[config.mk]
export PLATFORM = sky130hd
export DESIGN_NAME = cts_cfg
export DESIGN_NICKNAME = d
export VERILOG_FILES = /design/src/rtl/core/assert_macros.svh /design/src/rtl/core/cts_pkg.sv /design/src/rtl/core/cts_cfg.sv
export SDC_FILE = /design/constraint.sdc
export NUM_CORES = 2
export LEC_CHECK = 0
export ABC_CLOCK_PERIOD_IN_PS = 13150
export BUFFER_PORTS_ARGS = -buffer_cell sky130_fd_sc_hd__clkbuf_2
export CAP_MARGIN = 20
export CORE_ASPECT_RATIO = 0.9
export CORE_MARGIN = 3
export CORE_UTILIZATION = 63
export DETAILED_ROUTE_END_ITERATION = 6
export PLACE_DENSITY_LB_ADDON = 0.1
export SYNTH_ARGS = -nofsm -noshare
export SYNTH_HDL_FRONTEND = slang
export SYNTH_SLANG_ARGS = --single-unit
export TNS_END_PERCENT = 50
[constraint.sdc]
create_clock -name i_clk -period 13.15 [get_ports i_clk]
set_input_delay 3.945 -clock i_clk [delete_from_list [all_inputs] [get_ports i_clk]]
set_output_delay 3.945 -clock i_clk [all_outputs]
set_load 0.01 [all_outputs]
[src/rtl/core/assert_macros.svh]
// ----------------------------------------------------------------------------
// assertion macros
// clocked concurrent assertions, empty when synthesizing
// ----------------------------------------------------------------------------
`ifndef ASSERT_MACROS_SVH
`define ASSERT_MACROS_SVH
`ifndef SYNTHESIS
`define ASSERT_CLK(lbl, clk, rst_n, prop) \
    lbl: assert property (@(posedge clk) disable iff (!rst_n) (prop)) \
        else $error("assertion failed");
`define ASSERT_CLK_NORST(lbl, clk, prop) \
    lbl: assert property (@(posedge clk) (prop)) else $error("assertion failed");
`else
`define ASSERT_CLK(lbl, clk, rst_n, prop)
`define ASSERT_CLK_NORST(lbl, clk, prop)
`endif
`endif

[src/rtl/core/cts_pkg.sv]
`timescale 1ns / 1ps
// ----------------------------------------------------------------------------
// cts_pkg
// types and codes shared by the camera trigger scheduler
// ----------------------------------------------------------------------------
package cts_pkg;

    localparam int CFG_DATA_W = 23;
    localparam int CFG_IDX_W  = 3;

    // register indexes
    localparam logic [CFG_IDX_W-1:0] CFG_AUTO_MODE     = 3'd0;
    localparam logic [CFG_IDX_W-1:0] CFG_MANUAL_ENABLE = 3'd1;
    localparam logic [CFG_IDX_W-1:0] CFG_SHOT_LEVEL    = 3'd2;
    localparam logic [CFG_IDX_W-1:0] CFG_VIDEO_LEVEL   = 3'd3;
    localparam logic [CFG_IDX_W-1:0] CFG_MIN_INTERVAL  = 3'd4;
    localparam logic [CFG_IDX_W-1:0] CFG_TIME_INTERVAL = 3'd5;
    localparam logic [CFG_IDX_W-1:0] CFG_SPACE_INTERVAL = 3'd6;
    localparam logic [CFG_IDX_W-1:0] CFG_PULSE_WIDTH   = 3'd7;

    // auto modes
    localparam logic [2:0] MODE_OFF     = 3'd0;
    localparam logic [2:0] MODE_ARMED   = 3'd1;
    localparam logic [2:0] MODE_ALWAYS  = 3'd2;
    localparam logic [2:0] MODE_LEVEL   = 3'd3;
    localparam logic [2:0] MODE_MISSION = 3'd4;

    // drive states
    localparam logic [1:0] ST_IDLE  = 2'd0;
    localparam logic [1:0] ST_SHOT  = 2'd1;
    localparam logic [1:0] ST_VIDEO = 2'd2;

    // activity codes
    localparam logic [1:0] ACT_IDLE        = 2'd0;
    localparam logic [1:0] ACT_PICTURE     = 2'd1;
    localparam logic [1:0] ACT_START_VIDEO = 2'd2;
    localparam logic [1:0] ACT_STOP_VIDEO  = 2'd3;

    // trigger reasons
    localparam logic [1:0] REASON_MANUAL   = 2'd0;
    localparam logic [1:0] REASON_TIME     = 2'd1;
    localparam logic [1:0] REASON_DISTANCE = 2'd2;

    // 0.1 in Q2.14
    localparam logic signed [16:0] DEADBAND = 17'sd1638;
    localparam logic [9:0]         MS_TO_US = 10'd1000;

    typedef struct packed {
        logic [31:0]        now_us;
        logic signed [23:0] north_cm;
        logic signed [23:0] east_cm;
        logic signed [15:0] manual_level;
        logic signed [15:0] auto_level;
        logic               armed;
        logic               path_planner;
    } t_in;

    typedef struct packed {
        logic [1:0]  drive;
        logic [1:0]  activity;
        logic        published;
        logic [1:0]  reason;
        logic [15:0] image_count;
    } t_out;

    typedef struct packed {
        logic [2:0]         auto_mode;
        logic               manual_enable;
        logic signed [15:0] shot_level;
        logic signed [15:0] video_level;
        logic [31:0]        min_us;
        logic [31:0]        time_us;
        logic               time_on;
        logic               space_on;
        logic [45:0]        space_sq;
        logic [31:0]        pulse_us;
    } t_cfg;

endpackage

[src/rtl/core/cts_cfg.sv]
`timescale 1ns / 1ps
// ----------------------------------------------------------------------------
// cts_cfg
// configuration registers, intervals kept in microseconds and distance squared
// ----------------------------------------------------------------------------
module cts_cfg (
    input  logic                          i_clk,
    input  logic                          i_rst_n,
    input  logic                          i_cfg_we,
    input  logic [cts_pkg::CFG_IDX_W-1:0] i_cfg_idx,
    input  logic [cts_pkg::CFG_DATA_W-1:0] i_cfg_data,
    output cts_pkg::t_cfg                 o_cfg
);

    cts_pkg::t_cfg r_cfg;
    logic [31:0]   w_us;
    logic [45:0]   w_sq;

    assign w_us = 32'(i_cfg_data[21:0]) * 32'(cts_pkg::MS_TO_US);
    assign w_sq = 46'(i_cfg_data[22:0]) * 46'(i_cfg_data[22:0]);

    always_ff @(posedge i_clk) begin
        if (!i_rst_n) begin
            r_cfg <= '0;
        end else if (i_cfg_we) begin
            unique case (i_cfg_idx)
                cts_pkg::CFG_AUTO_MODE:     r_cfg.auto_mode     <= i_cfg_data[2:0];
                cts_pkg::CFG_MANUAL_ENABLE: r_cfg.manual_enable <= i_cfg_data[0];
                cts_pkg::CFG_SHOT_LEVEL:    r_cfg.shot_level    <= i_cfg_data[15:0];
                cts_pkg::CFG_VIDEO_LEVEL:   r_cfg.video_level   <= i_cfg_data[15:0];
                cts_pkg::CFG_MIN_INTERVAL:  r_cfg.min_us        <= w_us;
                cts_pkg::CFG_TIME_INTERVAL: begin
                    r_cfg.time_us <= w_us;
                    r_cfg.time_on <= (i_cfg_data[21:0] != 22'd0);
                end
                cts_pkg::CFG_SPACE_INTERVAL: begin
                    r_cfg.space_sq <= w_sq;
                    r_cfg.space_on <= (i_cfg_data[22:0] != 23'd0);
                end
                cts_pkg::CFG_PULSE_WIDTH:   r_cfg.pulse_us      <= w_us;
                default: ;
            endcase
        end
    end

    assign o_cfg = r_cfg;

endmodule

==> results.ini <==
[run_status]
outcome=completed

[drt]
route.detailed.vias_per_inst=5.61
drt_iter0_markers=1458
drt_pre_antenna_iters=7
drt_drc_violations_left=0
totalWireLength_um=69400
num_vias=19735
route.detailed.wl_per_inst_um=19.7
route.antenna.remaining_nets=0

[timing]
maxSlewViolCount=0
final-setup-viol-count=0
finalHoldViolCount=0
post-route-period-util_pct=87.1
setup_tns_ns=0
final_period_minus_worst_setup_slack_ns=11.45
clock.fmax_ghz=0.0873
fin_worst_skew_ns=0
worst_slew_pin_slew_ns=1.00
grt_setup_unrepaired=false
slew-limit-headroom_pct=33.0

[global_routing]
grt_remaining_overflow=0
globalRouteTotalUtil_pct=34.4
grt_pass1_wl_um=113000
grt_start_max_net_pins=93
grt_antenna_before_repair=0
via_count_of_the_first_global_routing_pass=21071

[floorplan]
row_count=68
ioPinCount=209
die_width_um=215
die_h_um=194
fp.coreArea_um2=38600
die_footprint_um2=41900
starting_density_of_the_core_pct=64.4

[clocking]
post_cts_resized=0
post_cts_hold_buffer_count=0
clkLatencyLatePin_ns=0.46
h-tree-depth=4
cts_root_buf=sky130_fd_sc_hd__clkbuf_16
cts_buffers=17
clk_path_buf_depth=2
cts_tree=yes
clk_transition_reported_paths_ns=0.07
postCtsSetupBuffers=0
cts_num_sinks=170

[final_layout]
finished_layout_cell_area_um2=26900
finalCoreUtilization_pct=69.5
area_delta_synth_final_pct=8.00
design.final.nets=3729
share_of_layout_cells_above_drive_strength_1_pct=9.13
num_antenna_cells=0
largest_reg_flops=170

[synthesis]
synth-adder-area-share_pct=50.4
combinational_family_with_the_most_area_after_synthesis=adder cells
seq_area_frac_synth_pct=13.7
synthArstFlopShare_pct=0
number_of_enable_flip_flop_cells_after_synthesis=0
yosys.cell_types.count=64
synth_simple_gate_area_share_pct=12.3
post-synth-top-area-fraction_pct=37.3
netlist_top_cells_area=sky130_fd_sc_hd__fa_1 (37%), sky130_fd_sc_hd__dfxtp_1 (14%), sky130_fd_sc_hd__ha_1 (13%)
mean_cell_area_of_the_mapped_netlist_um2=8.73
synth_xor_xnor_area_share_pct=2.32
synth_flop_cell=sky130_fd_sc_hd__dfxtp_1
synth_top_cell_by_area=sky130_fd_sc_hd__fa_1
netlist_area_um2=24900
syn_inst=2847
synthesis.yosys.warnings=0
portion_of_netlist_area_occupied_by_mux_cells_pct=0.428
ys_seq_elements=170
synth_compound_gate_area_share_pct=9.36

[critical_path]
worst-endpoint-required_ns=13.54
critical_path.reg2reg.endpoint=o_cfg[74]$_SDFFE_PN0P_
reg2regPathDepth=4
crit_end=o_cfg[69]$_SDFFE_PN0P_
timing.critical_path.arrival_ns=11.84
startpoint=i_cfg_data[11]
critPathKind=input pin to flop
cp_max_fanout=21
timing.rr.start=o_cfg[74]$_SDFFE_PN0P_
reg2reg_slack_ns=12.26
worst_setup_path_start_kind=input pin
critPathCaptureType=flop

[place]
place_area_um2=26200
place_hpwl_um=55900
gpl.final_weighted_congestion=0.952
place.port_buffers=198

[hold_path]
hold_path_class=flop to flop
hold_path_depth=2

[run]
max-cap-violations=0

stage by stage:
stage | std cells | setup WS (ns) | hold slack [ns]
after global routing | 3515 | 1.41 | 0.473
final | 3515 | 1.70 | 0.450
after floorplan | 2856 | 2.69 | 0.476
after global placement | 3483 | 1.55 | 0.437
after detailed placement | 3483 | 1.39 | 0.445
after CTS | 3515 | 1.91 | 0.454
kinds of logic (layout without fill, tap and decap cells):
family | after synthesis | count (layout)
xor gates and xnor gates | 66 | 66
other | 1 | 10
muxes | 10 | 10
adders and majority gates | 723 | 723
buffers and inverters | 751 | 885
and+or+nand+nor | 736 | 736
AOI/OAI and AO/OA | 390 | 390
DFF | 170 | 170
worst min path at each step:
stage / startpoint / to / slack [ns]
after floorplan: o_cfg[38]$_SDFFE_PN0P_ / o_cfg[38]$_SDFFE_PN0P_ / 0.48
after global placement: o_cfg[62]$_SDFFE_PN0P_ / o_cfg[62]$_SDFFE_PN0P_ / 0.44
after detailed placement: o_cfg[57]$_SDFFE_PN0P_ / o_cfg[57]$_SDFFE_PN0P_ / 0.44
after CTS: o_cfg[38]$_SDFFE_PN0P_ / o_cfg[38]$_SDFFE_PN0P_ / 0.45
after global routing: o_cfg[42]$_SDFFE_PN0P_ / o_cfg[42]$_SDFFE_PN0P_ / 0.47
final: o_cfg[50]$_SDFFE_PN0P_ / o_cfg[50]$_SDFFE_PN0P_ / 0.45
area by class of cell:
type,instances,area [um^2]
Clock buffer,18,439
Clock inverter,14,170
Fill cell,3172,11800
Inverter,634,2380
Multi-Input combinational cell,1935,18700
Sequential cell,170,3400
Tap cell,525,657
Timing Repair Buffer,219,1150
per-layer routing:
| layer | GRT usage [%] | up-vias | share of wire, % |
|---|---|---|---|
| li1 | - | 8992 | - |
| met1 | 45.7 | 9778 | 40 |
| met2 | 57.2 | 821 | 48 |
| met3 | 7.49 | 144 | 8.8 |
| met4 | 10.5 | 0 | 2.9 |
| met5 | 0 | - | 0 |
layout by cell type (no fill, tap or decap), types with 8 or more instances in the layout:
cell type / Yosys / final
sky130_fd_sc_hd__inv_1: 626 / 625
sky130_fd_sc_hd__fa_1: 463 / 463
sky130_fd_sc_hd__nand2_1: 393 / 393
sky130_fd_sc_hd__ha_1: 260 / 260
sky130_fd_sc_hd__a21oi_1: 202 / 202
sky130_fd_sc_hd__nor2_1: 201 / 200
sky130_fd_sc_hd__clkbuf_2: 0 / 198
sky130_fd_sc_hd__dfxtp_1: 170 / 170
sky130_fd_sc_hd__nand3_1: 45 / 44
sky130_fd_sc_hd__o21ai_0: 43 / 43
sky130_fd_sc_hd__xnor2_1: 38 / 38
sky130_fd_sc_hd__nand4_1: 30 / 30
sky130_fd_sc_hd__xor2_1: 28 / 28
sky130_fd_sc_hd__a21o_1: 24 / 24
sky130_fd_sc_hd__buf_4: 11 / 21
sky130_fd_sc_hd__o21ai_1: 18 / 18
sky130_fd_sc_hd__and2_1: 17 / 17
sky130_fd_sc_hd__clkbuf_16: 0 / 17
sky130_fd_sc_hd__o21bai_1: 16 / 16
sky130_fd_sc_hd__a211oi_1: 14 / 14
sky130_fd_sc_hd__o21a_1: 13 / 13
sky130_fd_sc_hd__a31oi_1: 11 / 11
sky130_fd_sc_hd__nor3_1: 11 / 10
sky130_fd_sc_hd__o211ai_1: 10 / 10
sky130_fd_sc_hd__conb_1: 1 / 10
sky130_fd_sc_hd__o31ai_1: 9 / 9
sky130_fd_sc_hd__or3_1: 9 / 9
sky130_fd_sc_hd__nand2b_1: 8 / 8
synth_stat cells (16+ instances only):
| master | instances |
|---|---|
| sky130_fd_sc_hd__ha_1 | 260 |
| sky130_fd_sc_hd__clkbuf_1 | 101 |
| sky130_fd_sc_hd__o21ai_1 | 18 |
| sky130_fd_sc_hd__xor2_1 | 28 |
| sky130_fd_sc_hd__nor2_1 | 201 |
| sky130_fd_sc_hd__and2_1 | 17 |
| sky130_fd_sc_hd__o21ai_0 | 43 |
| sky130_fd_sc_hd__xnor2_1 | 38 |
| sky130_fd_sc_hd__a21oi_1 | 202 |
| sky130_fd_sc_hd__o21bai_1 | 16 |
| sky130_fd_sc_hd__nand2_1 | 393 |
| sky130_fd_sc_hd__inv_1 | 626 |
| sky130_fd_sc_hd__a21o_1 | 24 |
| sky130_fd_sc_hd__nand4_1 | 30 |
| sky130_fd_sc_hd__nand3_1 | 45 |
| sky130_fd_sc_hd__dfxtp_1 | 170 |
| sky130_fd_sc_hd__fa_1 | 463 |
worst max-delay path: stages:
cell,delay (ns)
sky130_fd_sc_hd__clkbuf_2,0.62
sky130_fd_sc_hd__inv_1,0.54
sky130_fd_sc_hd__nor2_1,0.27
sky130_fd_sc_hd__fa_1,0.42
sky130_fd_sc_hd__inv_1,0.12
sky130_fd_sc_hd__fa_1,0.45
sky130_fd_sc_hd__fa_1,0.55
sky130_fd_sc_hd__inv_1,0.06
sky130_fd_sc_hd__fa_1,0.49
sky130_fd_sc_hd__inv_1,0.05
sky130_fd_sc_hd__fa_1,0.53
sky130_fd_sc_hd__inv_1,0.05
sky130_fd_sc_hd__fa_1,0.50
sky130_fd_sc_hd__fa_1,0.42
sky130_fd_sc_hd__ha_1,0.40
sky130_fd_sc_hd__nand4_1,0.13
sky130_fd_sc_hd__nor2_1,0.22
sky130_fd_sc_hd__nand3_1,0.09
sky130_fd_sc_hd__or3_1,0.40
sky130_fd_sc_hd__a21oi_1,0.18
sky130_fd_sc_hd__a311o_1,0.53
sky130_fd_sc_hd__a21boi_1,0.21
sky130_fd_sc_hd__or4_1,0.45
sky130_fd_sc_hd__a31oi_1,0.16
Power is not shown: default switching activity piles up to over one toggle a cycle in this logic, so the estimate is an artifact.
